$ cat src/rtl/core/sha512_pkg.sv
// Shared types, constants and round functions for the SHA-512 hash engine.
package sha512_pkg;

    localparam int Rounds = 80;

    typedef struct packed {
        logic [63:0] data;
        logic [3:0]  count;
        logic        last;
    } item_t;

    typedef enum logic [2:0] {
        ST_IDLE,
        ST_PAD0,
        ST_PADZ,
        ST_PADLO,
        ST_CINIT,
        ST_CROUND,
        ST_CFIN,
        ST_OUT
    } state_t;

    function automatic logic [63:0] rotr(input logic [63:0] x, input int n);
        rotr = (x >> n) | (x << (64 - n));
    endfunction

    function automatic logic [63:0] big_s0(input logic [63:0] x);
        big_s0 = rotr(x, 28) ^ rotr(x, 34) ^ rotr(x, 39);
    endfunction

    function automatic logic [63:0] big_s1(input logic [63:0] x);
        big_s1 = rotr(x, 14) ^ rotr(x, 18) ^ rotr(x, 41);
    endfunction

    function automatic logic [63:0] small_s0(input logic [63:0] x);
        small_s0 = rotr(x, 1) ^ rotr(x, 8) ^ (x >> 7);
    endfunction

    function automatic logic [63:0] small_s1(input logic [63:0] x);
        small_s1 = rotr(x, 19) ^ rotr(x, 61) ^ (x >> 6);
    endfunction

    function automatic logic [63:0] init_hash(input logic [2:0] idx);
        case (idx)
            3'd0: init_hash = 64'h6A09E667F3BCC908;
            3'd1: init_hash = 64'hBB67AE8584CAA73B;
            3'd2: init_hash = 64'h3C6EF372FE94F82B;
            3'd3: init_hash = 64'hA54FF53A5F1D36F1;
            3'd4: init_hash = 64'h510E527FADE682D1;
            3'd5: init_hash = 64'h9B05688C2B3E6C1F;
            3'd6: init_hash = 64'h1F83D9ABFB41BD6B;
            default: init_hash = 64'h5BE0CD19137E2179;
        endcase
    endfunction

    function automatic logic [63:0] round_k(input logic [6:0] r);
        case (r)
            7'd0:  round_k = 64'h428A2F98D728AE22;
            7'd1:  round_k = 64'h7137449123EF65CD;
            7'd2:  round_k = 64'hB5C0FBCFEC4D3B2F;
            7'd3:  round_k = 64'hE9B5DBA58189DBBC;
            7'd4:  round_k = 64'h3956C25BF348B538;
            7'd5:  round_k = 64'h59F111F1B605D019;
            7'd6:  round_k = 64'h923F82A4AF194F9B;
            7'd7:  round_k = 64'hAB1C5ED5DA6D8118;
            7'd8:  round_k = 64'hD807AA98A3030242;
            7'd9:  round_k = 64'h12835B0145706FBE;
            7'd10: round_k = 64'h243185BE4EE4B28C;
            7'd11: round_k = 64'h550C7DC3D5FFB4E2;
            7'd12: round_k = 64'h72BE5D74F27B896F;
            7'd13: round_k = 64'h80DEB1FE3B1696B1;
            7'd14: round_k = 64'h9BDC06A725C71235;
            7'd15: round_k = 64'hC19BF174CF692694;
            7'd16: round_k = 64'hE49B69C19EF14AD2;
            7'd17: round_k = 64'hEFBE4786384F25E3;
            7'd18: round_k = 64'h0FC19DC68B8CD5B5;
            7'd19: round_k = 64'h240CA1CC77AC9C65;
            7'd20: round_k = 64'h2DE92C6F592B0275;
            7'd21: round_k = 64'h4A7484AA6EA6E483;
            7'd22: round_k = 64'h5CB0A9DCBD41FBD4;
            7'd23: round_k = 64'h76F988DA831153B5;
            7'd24: round_k = 64'h983E5152EE66DFAB;
            7'd25: round_k = 64'hA831C66D2DB43210;
            7'd26: round_k = 64'hB00327C898FB213F;
            7'd27: round_k = 64'hBF597FC7BEEF0EE4;
            7'd28: round_k = 64'hC6E00BF33DA88FC2;
            7'd29: round_k = 64'hD5A79147930AA725;
            7'd30: round_k = 64'h06CA6351E003826F;
            7'd31: round_k = 64'h142929670A0E6E70;
            7'd32: round_k = 64'h27B70A8546D22FFC;
            7'd33: round_k = 64'h2E1B21385C26C926;
            7'd34: round_k = 64'h4D2C6DFC5AC42AED;
            7'd35: round_k = 64'h53380D139D95B3DF;
            7'd36: round_k = 64'h650A73548BAF63DE;
            7'd37: round_k = 64'h766A0ABB3C77B2A8;
            7'd38: round_k = 64'h81C2C92E47EDAEE6;
            7'd39: round_k = 64'h92722C851482353B;
            7'd40: round_k = 64'hA2BFE8A14CF10364;
            7'd41: round_k = 64'hA81A664BBC423001;
            7'd42: round_k = 64'hC24B8B70D0F89791;
            7'd43: round_k = 64'hC76C51A30654BE30;
            7'd44: round_k = 64'hD192E819D6EF5218;
            7'd45: round_k = 64'hD69906245565A910;
            7'd46: round_k = 64'hF40E35855771202A;
            7'd47: round_k = 64'h106AA07032BBD1B8;
            7'd48: round_k = 64'h19A4C116B8D2D0C8;
            7'd49: round_k = 64'h1E376C085141AB53;
            7'd50: round_k = 64'h2748774CDF8EEB99;
            7'd51: round_k = 64'h34B0BCB5E19B48A8;
            7'd52: round_k = 64'h391C0CB3C5C95A63;
            7'd53: round_k = 64'h4ED8AA4AE3418ACB;
            7'd54: round_k = 64'h5B9CCA4F7763E373;
            7'd55: round_k = 64'h682E6FF3D6B2B8A3;
            7'd56: round_k = 64'h748F82EE5DEFB2FC;
            7'd57: round_k = 64'h78A5636F43172F60;
            7'd58: round_k = 64'h84C87814A1F0AB72;
            7'd59: round_k = 64'h8CC702081A6439EC;
            7'd60: round_k = 64'h90BEFFFA23631E28;
            7'd61: round_k = 64'hA4506CEBDE82BDE9;
            7'd62: round_k = 64'hBEF9A3F7B2C67915;
            7'd63: round_k = 64'hC67178F2E372532B;
            7'd64: round_k = 64'hCA273ECEEA26619C;
            7'd65: round_k = 64'hD186B8C721C0C207;
            7'd66: round_k = 64'hEADA7DD6CDE0EB1E;
            7'd67: round_k = 64'hF57D4F7FEE6ED178;
            7'd68: round_k = 64'h06F067AA72176FBA;
            7'd69: round_k = 64'h0A637DC5A2C898A6;
            7'd70: round_k = 64'h113F9804BEF90DAE;
            7'd71: round_k = 64'h1B710B35131C471B;
            7'd72: round_k = 64'h28DB77F523047D84;
            7'd73: round_k = 64'h32CAAB7B40C72493;
            7'd74: round_k = 64'h3C9EBE0A15C9BEBC;
            7'd75: round_k = 64'h431D67C49C100D4C;
            7'd76: round_k = 64'h4CC5D4BECB3E42B6;
            7'd77: round_k = 64'h597F299CFC657E2A;
            7'd78: round_k = 64'h5FCB6FAB3AD6FAEC;
            7'd79: round_k = 64'h6C44198C4A475817;
            default: round_k = 64'h0;
        endcase
    endfunction

endpackage

$ cat src/rtl/core/sha512_front.sv
// Front end: clamps the byte count and clears bytes past it before queueing.
module sha512_front (
    input  logic                 in_valid,
    output logic                 in_stall,
    input  logic [63:0]          data_word,
    input  logic [3:0]           byte_count,
    input  logic                 last_word,
    output logic                 q_valid,
    input  logic                 q_stall,
    output sha512_pkg::item_t    q_item
);

    logic [3:0]  count_clamp;
    logic [63:0] keep_mask;

    always_comb
    begin
        count_clamp = (byte_count > 4'd8) ? 4'd8 : byte_count;
        // keep the leading bytes only; a shift of 64 leaves the mask full
        keep_mask = ~({64{1'b1}} >> ({3'b000, count_clamp} * 7'd8));
        q_item.data  = data_word & keep_mask;
        q_item.count = count_clamp;
        q_item.last  = last_word;
    end

    assign q_valid  = in_valid;
    assign in_stall = q_stall;

endmodule

$ cat config.mk
export PLATFORM = sky130hd
export DESIGN_NAME = sha512_front
export DESIGN_NICKNAME = d
export VERILOG_FILES = /design/src/rtl/core/sha512_pkg.sv /design/src/rtl/core/sha512_front.sv
export SDC_FILE = /design/constraint.sdc
export NUM_CORES = 1
export LEC_CHECK = 0
export BUFFER_PORTS_ARGS = -buffer_cell sky130_fd_sc_hd__buf_4
export CAP_MARGIN = 20
export CORE_AREA = 2 2 55 57
export DETAILED_ROUTE_END_ITERATION = 10
export DIE_AREA = 0 0 57 59
export GPL_TIMING_DRIVEN = 0
export PLACE_DENSITY = 0.74
export SYNTH_ARGS = -nofsm -noshare
export SYNTH_HDL_FRONTEND = slang
export SYNTH_SLANG_ARGS = --single-unit
export TNS_END_PERCENT = 30
$ cat constraint.sdc
create_clock -name vclk -period 3.1
set_input_delay 0.465 -clock vclk [all_inputs]
set_output_delay 0.465 -clock vclk [all_outputs]
set_load 0.05 [all_outputs]
==> out/qor.yml <==
status: "finished clean"
grt_pass1_wl_mm: 4.21
power_leakage_uw: 0.000895
coreArea_um2: 2710
drc: 0
crit_required_ps: 2630
critPathArrivalTime_ps: 1580
post-route-period-util_pct: 66.0
drive_gt1_share_pct: 65.8
endpoint_kind: "output pin"
hold_viol_final: 0
hp-class: "in2out"
holdPathStages: 2
routed_wl_mm: 2.92
drt_iter0_drc: 18
synth-xor-area-share_pct: 0
finalNetCount: 292
area_growth_pct: 199
cts-resized-gates: 0
dr.pass1.iters: 4
ys_warn_count: 0
syn_area_um2: 539
criticalPathCategory: "in2out"
layout_common_cells: "142 x buf_4, 43 x nor2b_1, 8 x and2_1, 8 x a21boi_0, 8 x and2b_1"
grt_pass1_vias: 964
synthAdderAreaFrac_pct: 0
max_freq_mhz: 489
synthCells: 81
synth_top_family_by_area: "simple AND/OR/NAND/NOR gates"
path_max_fanout: 8
final.fill_count: 256
n_clock_buffer: 0
overflow: 0
rsz0062_at_grt: "no"
die_y_um: 59
die_w_um: 57
syn_nets: 152
vdd_ir_drop_max_uv: 176
grt_usage_pct: 14.9
p_per_area_nw_per_um2: 263
seq_area_um2: 0
slew_headroom_pct: 55.8
ant_nets: 0
finalSetupTns_ps: 0
final_common_cell: "buf_4"
avgSynthCellArea_um2: 6.66
finalSetupViolCount: 0
worst_pin_slew_ps: 656
port_buffers: 138
drt-wirelength-per-cell_um: 11.7
maxSlewViolCount: 0
synth_seq_area_share_pct: 0
ctsHoldBuffers: 0
antenna_found_initial: 0
cts_setup_buffers: 0
critPathLaunchType: "input port"
num_vias: 1067
ios: 142
nFlopsAndLatches: 0
rows: 19
hold_ws_ps: 1180
muxShareOfSynthArea_pct: 0
min_period_ps: 2050
dpl.hpwl_mm: 2.63
yosys.cell_types.count: 14
grt_max_degree: 11
die_area_um2: 3360
avgViaCountPerCell: 4.27
yosys.area_share.simple_pct: 75.9
drv_cap: 0
floorplan.initialDensity_pct: 19.9
synth_compound_area_share_pct: 16.5
diodes: 0
place.gp.congestion: 0.682
[through the flow]
stage | power, uW | utilization (%) | instance area (um2) | setup WS [ps] | cells
2_1_floorplan | 264 | - | 539 | 794 | 81
3_3_place_gp | 424 | 59.6 | 1610 | 1060 | 250
3_5_place_dp | 427 | 59.6 | 1610 | 1000 | 250
4_1_cts | 428 | 59.6 | 1610 | 1010 | 250
5_1_grt | 442 | 59.6 | 1610 | 865 | 250
6_report | 424 | 59.6 | 1610 | 1050 | 250
[per-layer routing]
metal / global-route usage [%] / part of all wire [%] / wire [um]
met2: 32.0 / 57 / 1650
met1: 15.2 / 30 / 887
met5: 0 / 0 / 0
met3: 3.28 / 13 / 379
met4: 0 / 0 / 0
[cells in the mapped netlist]
master,number,share of area (%)
o21ai_0,1,0.93
clkbuf_1,2,1.4
nor2b_1,43,50
nor4_4,1,3.9
nor2_1,1,0.70
a21oi_1,1,0.93
a21boi_0,8,11
and2b_1,8,11
nor3_1,1,0.93
inv_1,1,0.70
buf_4,4,5.6
and2_1,8,9.3
a211oi_2,1,2.3
a31oi_1,1,1.2
[logic make-up after synthesis]
logic type	after synthesis
compound gates	12
buf+inv	7
simple gates	62
[layout make-up]
| type | instances | area [um2] | share of cell area (%) |
|---|---|---|---|
| Timing Repair Buffer | 138 | 1040 | 64.2 |
| Multi-Input combinational cell | 74 | 498 | 30.9 |
| Tap cell | 31 | 38.8 | 2.40 |
| Buffer | 6 | 37.5 | 2.33 |
| Inverter | 1 | 3.75 | 0.233 |
[where the power goes]
| part | internal [uW] | switching [uW] |
|---|---|---|
| logic | 155 | 270 |
| clock network | 0 | 0 |
| registers | 0 | 0 |
| total | 155 | 270 |
[worst max-delay path, stage by stage]
cell	delay, ps
buf_4	140
o21ai_0	540
a21boi_0	210
buf_4	230
[final timing paths]
path                          start    endpoint
worst max-delay path  byte_count[0]  q_item[30]
worst min-delay path        q_stall    in_stall
Power figures use the tool's default switching activity.
