### src/rtl/core/sha512_pkg.sv
// Shared types, constants and round functions for the SHA-512 hash engine.
package sha512_pkg;

    localparam int Rounds = 80;

    typedef struct packed {
        logic [63:0] data;
        logic [3:0]  count;
        logic        last;
    } item_t;

    typedef enum logic [2:0] {
        ST_IDLE,
        ST_PAD0,
        ST_PADZ,
        ST_PADLO,
        ST_CINIT,
        ST_CROUND,
        ST_CFIN,
        ST_OUT
    } state_t;

    function automatic logic [63:0] rotr(input logic [63:0] x, input int n);
        rotr = (x >> n) | (x << (64 - n));
    endfunction

    function automatic logic [63:0] big_s0(input logic [63:0] x);
        big_s0 = rotr(x, 28) ^ rotr(x, 34) ^ rotr(x, 39);
    endfunction

    function automatic logic [63:0] big_s1(input logic [63:0] x);
        big_s1 = rotr(x, 14) ^ rotr(x, 18) ^ rotr(x, 41);
    endfunction

    function automatic logic [63:0] small_s0(input logic [63:0] x);
        small_s0 = rotr(x, 1) ^ rotr(x, 8) ^ (x >> 7);
    endfunction

    function automatic logic [63:0] small_s1(input logic [63:0] x);
        small_s1 = rotr(x, 19) ^ rotr(x, 61) ^ (x >> 6);
    endfunction

    function automatic logic [63:0] init_hash(input logic [2:0] idx);
        case (idx)
            3'd0: init_hash = 64'h6A09E667F3BCC908;
            3'd1: init_hash = 64'hBB67AE8584CAA73B;
            3'd2: init_hash = 64'h3C6EF372FE94F82B;
            3'd3: init_hash = 64'hA54FF53A5F1D36F1;
            3'd4: init_hash = 64'h510E527FADE682D1;
            3'd5: init_hash = 64'h9B05688C2B3E6C1F;
            3'd6: init_hash = 64'h1F83D9ABFB41BD6B;
            default: init_hash = 64'h5BE0CD19137E2179;
        endcase
    endfunction

    function automatic logic [63:0] round_k(input logic [6:0] r);
        case (r)
            7'd0:  round_k = 64'h428A2F98D728AE22;
            7'd1:  round_k = 64'h7137449123EF65CD;
            7'd2:  round_k = 64'hB5C0FBCFEC4D3B2F;
            7'd3:  round_k = 64'hE9B5DBA58189DBBC;
            7'd4:  round_k = 64'h3956C25BF348B538;
            7'd5:  round_k = 64'h59F111F1B605D019;
            7'd6:  round_k = 64'h923F82A4AF194F9B;
            7'd7:  round_k = 64'hAB1C5ED5DA6D8118;
            7'd8:  round_k = 64'hD807AA98A3030242;
            7'd9:  round_k = 64'h12835B0145706FBE;
            7'd10: round_k = 64'h243185BE4EE4B28C;
            7'd11: round_k = 64'h550C7DC3D5FFB4E2;
            7'd12: round_k = 64'h72BE5D74F27B896F;
            7'd13: round_k = 64'h80DEB1FE3B1696B1;
            7'd14: round_k = 64'h9BDC06A725C71235;
            7'd15: round_k = 64'hC19BF174CF692694;
            7'd16: round_k = 64'hE49B69C19EF14AD2;
            7'd17: round_k = 64'hEFBE4786384F25E3;
            7'd18: round_k = 64'h0FC19DC68B8CD5B5;
            7'd19: round_k = 64'h240CA1CC77AC9C65;
            7'd20: round_k = 64'h2DE92C6F592B0275;
            7'd21: round_k = 64'h4A7484AA6EA6E483;
            7'd22: round_k = 64'h5CB0A9DCBD41FBD4;
            7'd23: round_k = 64'h76F988DA831153B5;
            7'd24: round_k = 64'h983E5152EE66DFAB;
            7'd25: round_k = 64'hA831C66D2DB43210;
            7'd26: round_k = 64'hB00327C898FB213F;
            7'd27: round_k = 64'hBF597FC7BEEF0EE4;
            7'd28: round_k = 64'hC6E00BF33DA88FC2;
            7'd29: round_k = 64'hD5A79147930AA725;
            7'd30: round_k = 64'h06CA6351E003826F;
            7'd31: round_k = 64'h142929670A0E6E70;
            7'd32: round_k = 64'h27B70A8546D22FFC;
            7'd33: round_k = 64'h2E1B21385C26C926;
            7'd34: round_k = 64'h4D2C6DFC5AC42AED;
            7'd35: round_k = 64'h53380D139D95B3DF;
            7'd36: round_k = 64'h650A73548BAF63DE;
            7'd37: round_k = 64'h766A0ABB3C77B2A8;
            7'd38: round_k = 64'h81C2C92E47EDAEE6;
            7'd39: round_k = 64'h92722C851482353B;
            7'd40: round_k = 64'hA2BFE8A14CF10364;
            7'd41: round_k = 64'hA81A664BBC423001;
            7'd42: round_k = 64'hC24B8B70D0F89791;
            7'd43: round_k = 64'hC76C51A30654BE30;
            7'd44: round_k = 64'hD192E819D6EF5218;
            7'd45: round_k = 64'hD69906245565A910;
            7'd46: round_k = 64'hF40E35855771202A;
            7'd47: round_k = 64'h106AA07032BBD1B8;
            7'd48: round_k = 64'h19A4C116B8D2D0C8;
            7'd49: round_k = 64'h1E376C085141AB53;
            7'd50: round_k = 64'h2748774CDF8EEB99;
            7'd51: round_k = 64'h34B0BCB5E19B48A8;
            7'd52: round_k = 64'h391C0CB3C5C95A63;
            7'd53: round_k = 64'h4ED8AA4AE3418ACB;
            7'd54: round_k = 64'h5B9CCA4F7763E373;
            7'd55: round_k = 64'h682E6FF3D6B2B8A3;
            7'd56: round_k = 64'h748F82EE5DEFB2FC;
            7'd57: round_k = 64'h78A5636F43172F60;
            7'd58: round_k = 64'h84C87814A1F0AB72;
            7'd59: round_k = 64'h8CC702081A6439EC;
            7'd60: round_k = 64'h90BEFFFA23631E28;
            7'd61: round_k = 64'hA4506CEBDE82BDE9;
            7'd62: round_k = 64'hBEF9A3F7B2C67915;
            7'd63: round_k = 64'hC67178F2E372532B;
            7'd64: round_k = 64'hCA273ECEEA26619C;
            7'd65: round_k = 64'hD186B8C721C0C207;
            7'd66: round_k = 64'hEADA7DD6CDE0EB1E;
            7'd67: round_k = 64'hF57D4F7FEE6ED178;
            7'd68: round_k = 64'h06F067AA72176FBA;
            7'd69: round_k = 64'h0A637DC5A2C898A6;
            7'd70: round_k = 64'h113F9804BEF90DAE;
            7'd71: round_k = 64'h1B710B35131C471B;
            7'd72: round_k = 64'h28DB77F523047D84;
            7'd73: round_k = 64'h32CAAB7B40C72493;
            7'd74: round_k = 64'h3C9EBE0A15C9BEBC;
            7'd75: round_k = 64'h431D67C49C100D4C;
            7'd76: round_k = 64'h4CC5D4BECB3E42B6;
            7'd77: round_k = 64'h597F299CFC657E2A;
            7'd78: round_k = 64'h5FCB6FAB3AD6FAEC;
            7'd79: round_k = 64'h6C44198C4A475817;
            default: round_k = 64'h0;
        endcase
    endfunction

endpackage

### src/rtl/core/sha512_fifo.sv
// Two-entry queue between the front end and the compression back end.
module sha512_fifo (
    input  logic                 clk,
    input  logic                 rst_n,
    input  logic                 wr_valid,
    output logic                 wr_stall,
    input  sha512_pkg::item_t    wr_item,
    output logic                 rd_valid,
    input  logic                 rd_stall,
    output sha512_pkg::item_t    rd_item
);

    sha512_pkg::item_t entry_reg [2];
    logic       wr_ptr_reg, wr_ptr_next;
    logic       rd_ptr_reg, rd_ptr_next;
    logic [1:0] cnt_reg, cnt_next;
    logic       do_wr, do_rd;

    always_comb
    begin
        do_wr = wr_valid && (cnt_reg != 2'd2);
        do_rd = (cnt_reg != 2'd0) && !rd_stall;
        wr_ptr_next = do_wr ? ~wr_ptr_reg : wr_ptr_reg;
        rd_ptr_next = do_rd ? ~rd_ptr_reg : rd_ptr_reg;
        cnt_next = cnt_reg + {1'b0, do_wr} - {1'b0, do_rd};
    end

    always_ff @(posedge clk or negedge rst_n)
    begin
        if (!rst_n)
        begin
            wr_ptr_reg <= 1'b0;
            rd_ptr_reg <= 1'b0;
            cnt_reg    <= 2'd0;
        end
        else
        begin
            wr_ptr_reg <= wr_ptr_next;
            rd_ptr_reg <= rd_ptr_next;
            cnt_reg    <= cnt_next;
        end
    end

    always_ff @(posedge clk)
    begin
        if (do_wr)
        begin
            entry_reg[wr_ptr_reg] <= wr_item;
        end
    end

    assign wr_stall = (cnt_reg == 2'd2);
    assign rd_valid = (cnt_reg != 2'd0);
    assign rd_item  = entry_reg[rd_ptr_reg];

endmodule

### config.mk
export PLATFORM = sky130hd
export DESIGN_NAME = sha512_fifo
export DESIGN_NICKNAME = d
export VERILOG_FILES = /design/src/rtl/core/sha512_pkg.sv /design/src/rtl/core/sha512_fifo.sv
export SDC_FILE = /design/constraint.sdc
export NUM_CORES = 1
export LEC_CHECK = 0
export ABC_CLOCK_PERIOD_IN_PS = 9800
export BUFFER_PORTS_ARGS = -buffer_cell sky130_fd_sc_hd__clkbuf_2
export CELL_PAD_IN_SITES_DETAIL_PLACEMENT = 0
export CELL_PAD_IN_SITES_GLOBAL_PLACEMENT = 2
export CORE_MARGIN = 2
export CORE_UTILIZATION = 42
export CTS_CLUSTER_SIZE = 10
export DETAILED_ROUTE_END_ITERATION = 6
export HOLD_SLACK_MARGIN = 0.12
export PLACE_DENSITY_LB_ADDON = 0.1
export SYNTH_ARGS = -nofsm -noshare
export SYNTH_HDL_FRONTEND = slang
export SYNTH_SLANG_ARGS = --single-unit
### constraint.sdc
create_clock -name clk -period 9.8 [get_ports clk]
set_input_delay 1.96 -clock clk [delete_from_list [all_inputs] [get_ports clk]]
set_output_delay 1.96 -clock clk [all_outputs]
set_load 0.01 [all_outputs]
==> run metrics, run 1 <==
Starting Density=43.4%; Period minus WS final=4.42 ns; layout cells sized above 1=61.3%; Synth top area share=74.8%; core footprint=12800 um2; insertion delay to the later sink of the worst-skew pair=0.41 ns; Design Area, Final=6940 um2; syn_area_per_cell=23.8 um2; total power=2160 uW; number of enable flip-flop cells after synthesis=138; vias in the first global route=2674; max reg flops=138; mux share of post-synthesis cell area=18.7%; routed via count=2639; RePlAce Congestion=0.673; hold path depth=1; DR iter-0 viols=120; Final Hold Fails=0; max_slew headroom=36.8%; count leader, synth=edfxtp_1; Max Fanout on Critical Path=50; RSZ-0062 raised after global routing=no; slew of the pin with the lowest slew margin=0.948 ns; Post-Synth Simple-Gate Area=0.723%; die height=119 um; first-pass GRT wire length=14000 um; Worst Path Required=7.84 ns; clk buf depth=2; crit path launch type=flop; CTS tree=yes; min-delay worst type=flop to flop; total gr overflow=0; Core Rows=41; DP HPWL=5920 um; xor/xnor share of the synthesized area=0.632%; Reg clk slew, reported paths=0.06 ns; Area Overhead vs Synth=25.2%; M2 GR Usage=21.0%; Core Util, Final=54.3%; Top FF cell, synth=edfxtp_1; number of buffers added for setup after CTS=0; largest net degree at the start of global routing=70; total CTS buffers=17; crit path DAT=2.46 ns; main combinational cell family by area after synthesis=multiplexers; Compound-Gate Fraction of Synth Area=0%; clk sink count=142; Clock Tree Root=clkbuf_16; Vias per Instance=4.59; Post-CTS Resized=0; Final WS setup=5.38 ns; clock skew=0.00499 ns; Post-DRT Antenna Nets=0; ANT cells=0; Die Span X=119 um; final worst-path cycle share=45.1%; Final setup viols=0; met3 GRT Util=5.51%; Reg2Reg Depth=4; Post-CTS Hold Buffers=0; H-tree lvl count=4; routed len/inst=16.1 um; CP Class=flop to output pin; Global Route met1 Usage=16.5%; I/O pins=144; GRT Total Usage=13.6%; Adder-Cell Fraction of Synth Area=0.452%; Post-Syn Nets=308; CP endpoint kind=output pin; Synth async-reset ratio=2.82%; Setup TNS Final=0 ns; worst slack at placement=5.78 ns; leading area contributor after synthesis=edfxtp_1; LEAKAGE=0.00285 uW; sequential share of the synthesized area=76.6%; Synth Cell Area=5540 um2; Max Fclk=226 MHz; top cells by area, synth=edfxtp_1 (75%), mux2_4 (19%), buf_12 (2.5%), dfrtp_1 (1.8%), xnor2_1 (0.47%); initial antenna violation count=1; most used routing layer=met2; drt pass-1 iters=4; DRC viols=0; placed cell areas=6360 um2; IO Port Bufs=143; DIE AREA=14100 um2; Nets=465; Cell Pwr Density=312 nW/um2; max cap viols=0; status=complete, no violations; post-detailed-routing wire length=9260 um; Slew Viols, Final=0; Cell variety after synth=15; synthesized instance count=233; VDD IR max=0.154 mV; top post-synthesis cells by count=edfxtp_1 (138), mux2_4 (69), buf_12 (7); Seq cells post-synth=142; Yosys warnings=0
## area by class of cell
| class | count | area [um2] |
|---|---|---|
| flip-flops and latches | 142 | 4250 |
| repair buffers | 146 | 738 |
| inverters | 2 | 7.51 |
| clock inverters | 14 | 150 |
| clock buffers | 18 | 429 |
| well taps | 172 | 215 |
| fillers | 1007 | 5840 |
| multi-input cells | 81 | 1150 |
## metrics by stage
| stage | hold WS (ns) | std cells |
|---|---|---|
| floorplan | 0.460 | 233 |
| global placement | 0.483 | 543 |
| CTS | 0.511 | 575 |
| finish | 0.504 | 575 |
| detailed placement | 0.499 | 543 |
| global route | 0.539 | 575 |
## worst paths after layout
path | startpoint | endpoint | slack, ns
min in group asynchronous | rst_n | wr_ptr_reg | 1.35
worst min register to register | cnt_reg[1] | cnt_reg[1] | 0.50
worst max register to register | cnt_reg[1] | entry_reg[0][17] | 7.83
worst min-delay path | cnt_reg[1] | cnt_reg[1] | 0.50
max in group asynchronous | rst_n | rd_ptr_reg | 8.29
worst max-delay path | rd_ptr_reg | rd_item[38] | 5.38
## layout by cell type (no fill, tap or decap)
master      Yosys  final
clkbuf_16       0     17
edfxtp_1      138    138
xor2_1          1      1
ha_1            2      2
nor2_4          0      1
and3_4          0      1
or2_1           1      1
clkinv_2        0      5
buf_4           0      3
clkinvlp_4      0      2
nor2b_4         1      1
dfrtp_4         0      1
bufinv_16       0      3
nand2_1         1      1
dfrtp_1         4      3
nand2b_1        1      1
clkbuf_1        0      1
mux2_4         69     69
xnor2_1         3      3
inv_1           2      2
clkinv_4        0      1
clkinv_1        0      3
clkbuf_2        0    143
## per-layer routing
layer,share of wire (%),wire (um),up-vias
met2,47,4330,99
met4,2.1,195,0
li1,-,-,1236
met1,44,4070,1290
met3,7.2,668,14
met5,0,0,-
## where the power goes
part / leakage [uW] / internal (uW) / switching [uW]
Sequential: 0.00133 / 834 / 57.9
Combinational: 0.00124 / 335 / 313
Clock: 0.000282 / 394 / 227
Total: 0.00285 / 1560 / 598
## logic make-up after synthesis
group / count (synthesis)
buf+inv: 10
xor+xnor: 4
fa+ha+maj: 2
flops: 142
mux: 69
simple gates: 6
## critical path: stages (launching register included)
cell      delay, ns
dfrtp_4        0.68
buf_4          0.82
mux2_4         0.35
clkbuf_2       0.13
Power figures use the tool's default switching activity.
==> inputs of run 2 (changes only) <==
ABC_CLOCK_PERIOD_IN_PS = 4300   (was 9800)
CORE_UTILIZATION = 39   (was 42)
clock period = 4.3 ns   (was 9.8 ns; I/O delays follow)
==> run metrics, run 2 (synthesis gave the netlist of run 1 again) <==
routed via count=2597; I/O pins=144; max incr delay on CP=0.56 ns; most common cell after layout, fill and taps aside=clkbuf_2; routed len/inst=16.1 um; Top delay family on crit path=flip-flops; CTS tree=yes; DIE AREA=15200 um2; Area Overhead vs Synth=25.3%; Worst Path Required=3.44 ns; Starting Density=39.9%; total gr overflow=0; Fin Hold WS=0.259 ns; Core Rows=43; H-tree lvl count=4; IO Port Bufs=143; largest net degree at the start of global routing=70; CP Cell Sequence=buf_12 > mux2_4 > clkbuf_2; non-filler instance count after layout=584; Die Span X=123 um; RePlAce Congestion=0.684; DRC viols=0; initial antenna violation count=1; die height=123 um; CP endpoint kind=output pin; insertion delay to the later sink of the worst-skew pair=0.40 ns; Final Hold Fails=0; worst slack at placement=1.92 ns; max_slew headroom=33.2%; slowest CP cell=dfrtp_4; drt pass-1 iters=3; crit path launch type=flop; status=complete, no violations; Post-CTS Hold Buffers=0; RSZ-0062 raised after global routing=no; Reg clk slew, reported paths=0.06 ns; number of buffers added for setup after CTS=0; clk buf depth=2; max cap viols=0; Clock Tree Root=clkbuf_16; placed cell areas=6380 um2; Post-DRT Antenna Nets=0; final worst-path cycle share=64.8%; Design Area, Final=6940 um2; total CTS buffers=17; LEAKAGE=0.00284 uW; Post-CTS Resized=0; slew of the pin with the lowest slew margin=1.00 ns; clock skew=0.00546 ns; Period minus WS final=2.78 ns; DR iter-0 viols=127; Slew Viols, Final=0; clk sink count=142; DP HPWL=6040 um; Vias per Instance=4.45; crit path DAT=1.92 ns; Nets=465; Max Fclk=359 MHz; Final WS setup=1.52 ns; first-pass GRT wire length=13900 um; core footprint=13900 um2; dpl cells=551; CP Class=flop to output pin; Max Fanout on Critical Path=60; VDD IR max=0.355 mV; Cell Pwr Density=703 nW/um2; vias in the first global route=2678; most frequent cells in the layout=clkbuf_2 (143), edfxtp_1 (138), mux2_4 (69); post-detailed-routing wire length=9420 um; Setup TNS Final=0 ns; Crit path buffers/inverters=2; layout cells sized above 1=61.0%; Worst R2R Setup Slack=2.49 ns; Final setup viols=0; min-delay worst type=input pin to async pin; max reg flops=138; GRT Total Usage=12.9%
## run 2: changes by cell type in the layout (fill, tap and decap cells not counted), sizes merged
cell    previous run  this run
bufinv             3         2
clkbuf           161       162
diode              0         1
## run 2: path summary, 6_finish.rpt
path / from / end / cells past startpoint
max reg2reg: cnt_reg[1] / entry_reg[1][16] / 2
min reg2reg: cnt_reg[1] / cnt_reg[1] / 1
min: rst_n / wr_ptr_reg / 1
max: rd_ptr_reg / rd_item[11] / 3
max in group asynchronous: rst_n / rd_ptr_reg / 1
min in group clk: cnt_reg[1] / cnt_reg[1] / 1
## run 2: per-layer routing
metal / global-route usage, % / vias to the layer above / part of all wire, %
met3: 5.58 / 11 / 8.0
met5: 0 / - / 0
met2: 19.6 / 91 / 48
met4: 5.75 / 0 / 1.5
met1: 15.9 / 1258 / 43
li1: - / 1237 / -
## run 2: through the flow
step	utilization, %	power, uW
floorplan	-	3200
global placement	46.0	3580
detailed placement	46.0	3590
CTS	50.0	4970
global route	50.0	5130
finish	50.0	4880
## run 2: where the power goes
| part | internal [uW] | switching [uW] | leakage [uW] |
|---|---|---|---|
| sequential | 1900 | 106 | 0.00133 |
| combinational | 767 | 743 | 0.00124 |
| clock | 843 | 516 | 0.000269 |
| total | 3510 | 1370 | 0.00284 |
## run 2: area by class of cell
cell class,count,area [um2]
Antenna cell,1,2.50
Clock buffer,19,433
Multi-Input combinational cell,81,1150
Clock inverter,13,124
Inverter,2,7.51
Tap cell,180,225
Fill cell,1207,6940
Timing Repair Buffer,146,751
Sequential cell,142,4250
==> inputs of run 3 (changes only) <==
ABC_CLOCK_PERIOD_IN_PS = 2200   (was 4300)
CORE_UTILIZATION = 35   (was 39)
clock period = 2.2 ns   (was 4.3 ns; I/O delays follow)
==> run metrics, run 3 (synthesis gave the netlist of run 1 again) <==
layout cells sized above 1=60.1%; ANT cells=0; DIE AREA=16800 um2; slew of the pin with the lowest slew margin=0.424 ns; post-detailed-routing wire length=9820 um; routed via count=2669; Reg power frac=40.4%; Period minus WS final=2.13 ns; Max Fanout on Critical Path=52; min-delay worst type=input pin to flop; Sw Share=27.8%; FILL cells=1376; max cap viols=0; max incr delay on CP=0.43 ns; worst r2r src=cnt_reg[1]; CP endpoint kind=output pin; most frequent cells in the layout=clkbuf_2 (143), edfxtp_1 (138), mux2_4 (69); final worst-path cycle share=96.7%; CTS tree=yes; most common cell after layout, fill and taps aside=clkbuf_2; DP HPWL=6240 um; Psw=2660 uW; slowest CP cell=dfrtp_4; crit path launch type=flop; RePlAce Congestion=0.659; RSZ-0062 raised after global routing=yes; Comb pwr share=32.4%; GRT Total Usage=12.1%; Post-DRT Antenna Nets=0; met2 wire length=4700 um; Final Hold Fails=0; wire length on met3=884 um; Final setup viols=0; Die Span X=130 um; Worst R2R Setup Slack=0.55 ns; Crit path buffers/inverters=2; H-tree lvl count=4; Nets=468; clk buf depth=2; largest net degree at the start of global routing=70; total gr overflow=0; CP Class=flop to output pin; insertion delay to the later sink of the worst-skew pair=0.41 ns; drt pass-1 iters=7; core footprint=15300 um2; Cell Pwr Density=1360 nW/um2; die height=130 um; status=complete, no violations; total CTS buffers=17; worst hold start=wr_item[28]; clock skew=0.00443 ns; Fin Hold WS=0.222 ns; Starting Density=36.2%; max_slew headroom=71.7%; initial antenna violation count=0; cell-internal power=6900 uW; Final WS setup=0.0719 ns; first-pass GRT wire length=14600 um; Worst Path Required=1.76 ns; crit path DAT=1.69 ns; routed len/inst=16.0 um; worst slack at placement=0.465 ns; Clock Tree Root=clkbuf_16; clk sink count=142; VDD IR max=0.883 mV; top routing layer in use=met4; DR iter-0 viols=166; Top delay family on crit path=buffers and inverters; Core Rows=45; Reg clk slew, reported paths=0.06 ns; LEAKAGE=0.00286 uW; Clk pwr share=27.1%; CP Launch Point=rd_ptr_reg; CP Cell Sequence=buf_16 > mux2_4 > clkbuf_2; Max Fclk=470 MHz; vias in the first global route=2775; Metal-1 WL=4130 um; I/O pins=144; Slew Viols, Final=0; IO Port Bufs=143; number of buffers added for setup after CTS=0; DRC viols=0; max reg flops=138; Area Overhead vs Synth=26.6%; Vias per Instance=4.34
run 3: cell count changes in the layout (fill, tap and decap cells not counted):
cell           before  now
buf_12              1    2
diode_2             1    0
clkinv_4            2    1
clkinv_2            4    2
clkinvlp_4          2    0
dlygate4sd3_1       0    1
buf_16              0    1
clkinv_1            3    6
run 3: metrics by stage:
stage	total power [uW]	area [um2]	TNS, ns	cells	utilization (%)
after floorplan	6230	5550	0	233	-
after global placement	7080	6460	0	584	42.2
after detailed placement	7100	6460	0	584	42.2
after CTS	9730	7000	0	615	45.7
after global routing	10100	7010	-0.00184	615	45.8
final	9560	7010	0	615	45.8
run 3: final timing paths:
check / end / cells after the start
min: entry_reg[0][28] / 1
max reg2reg: cnt_reg[1] / 7
max: rd_item[36] / 3
min in group asynchronous: cnt_reg[1] / 2
max in group asynchronous: rd_ptr_reg / 2
min reg2reg: cnt_reg[1] / 1
run 3: routing by layer:
metal  global-route usage, %  up-vias
met1                    14.5     1324
met4                    4.55        0
met2                    18.5      100
li1                        -     1240
met5                       0        -
met3                    6.36        5
run 3: final cells by class:
cell class / count / area (um2) / share of cell area (%)
multi-input cells: 81 / 1150 / 16.4
flip-flops and latches: 142 / 4250 / 60.6
clock inverters: 11 / 101 / 1.45
repair buffers: 149 / 808 / 11.5
well taps: 211 / 264 / 3.77
inverters: 2 / 7.51 / 0.107
clock buffers: 19 / 433 / 6.18
run 3: timing repair:
item	4_1_cts	5_1_grt
hold endpoints to repair	4	0
setup endpoints to repair	0	24
hold buffers	1	0
gates resized for setup	0	1
run 3: power by group through the flow:
stage | clock (uW) | combinational [uW] | sequential (uW)
floorplan | 0 | 2350 | 3880
global placement | 0 | 3180 | 3900
detailed placement | 0 | 3170 | 3930
CTS | 2670 | 3180 | 3870
global route | 2800 | 3360 | 3930
finish | 2600 | 3100 | 3870
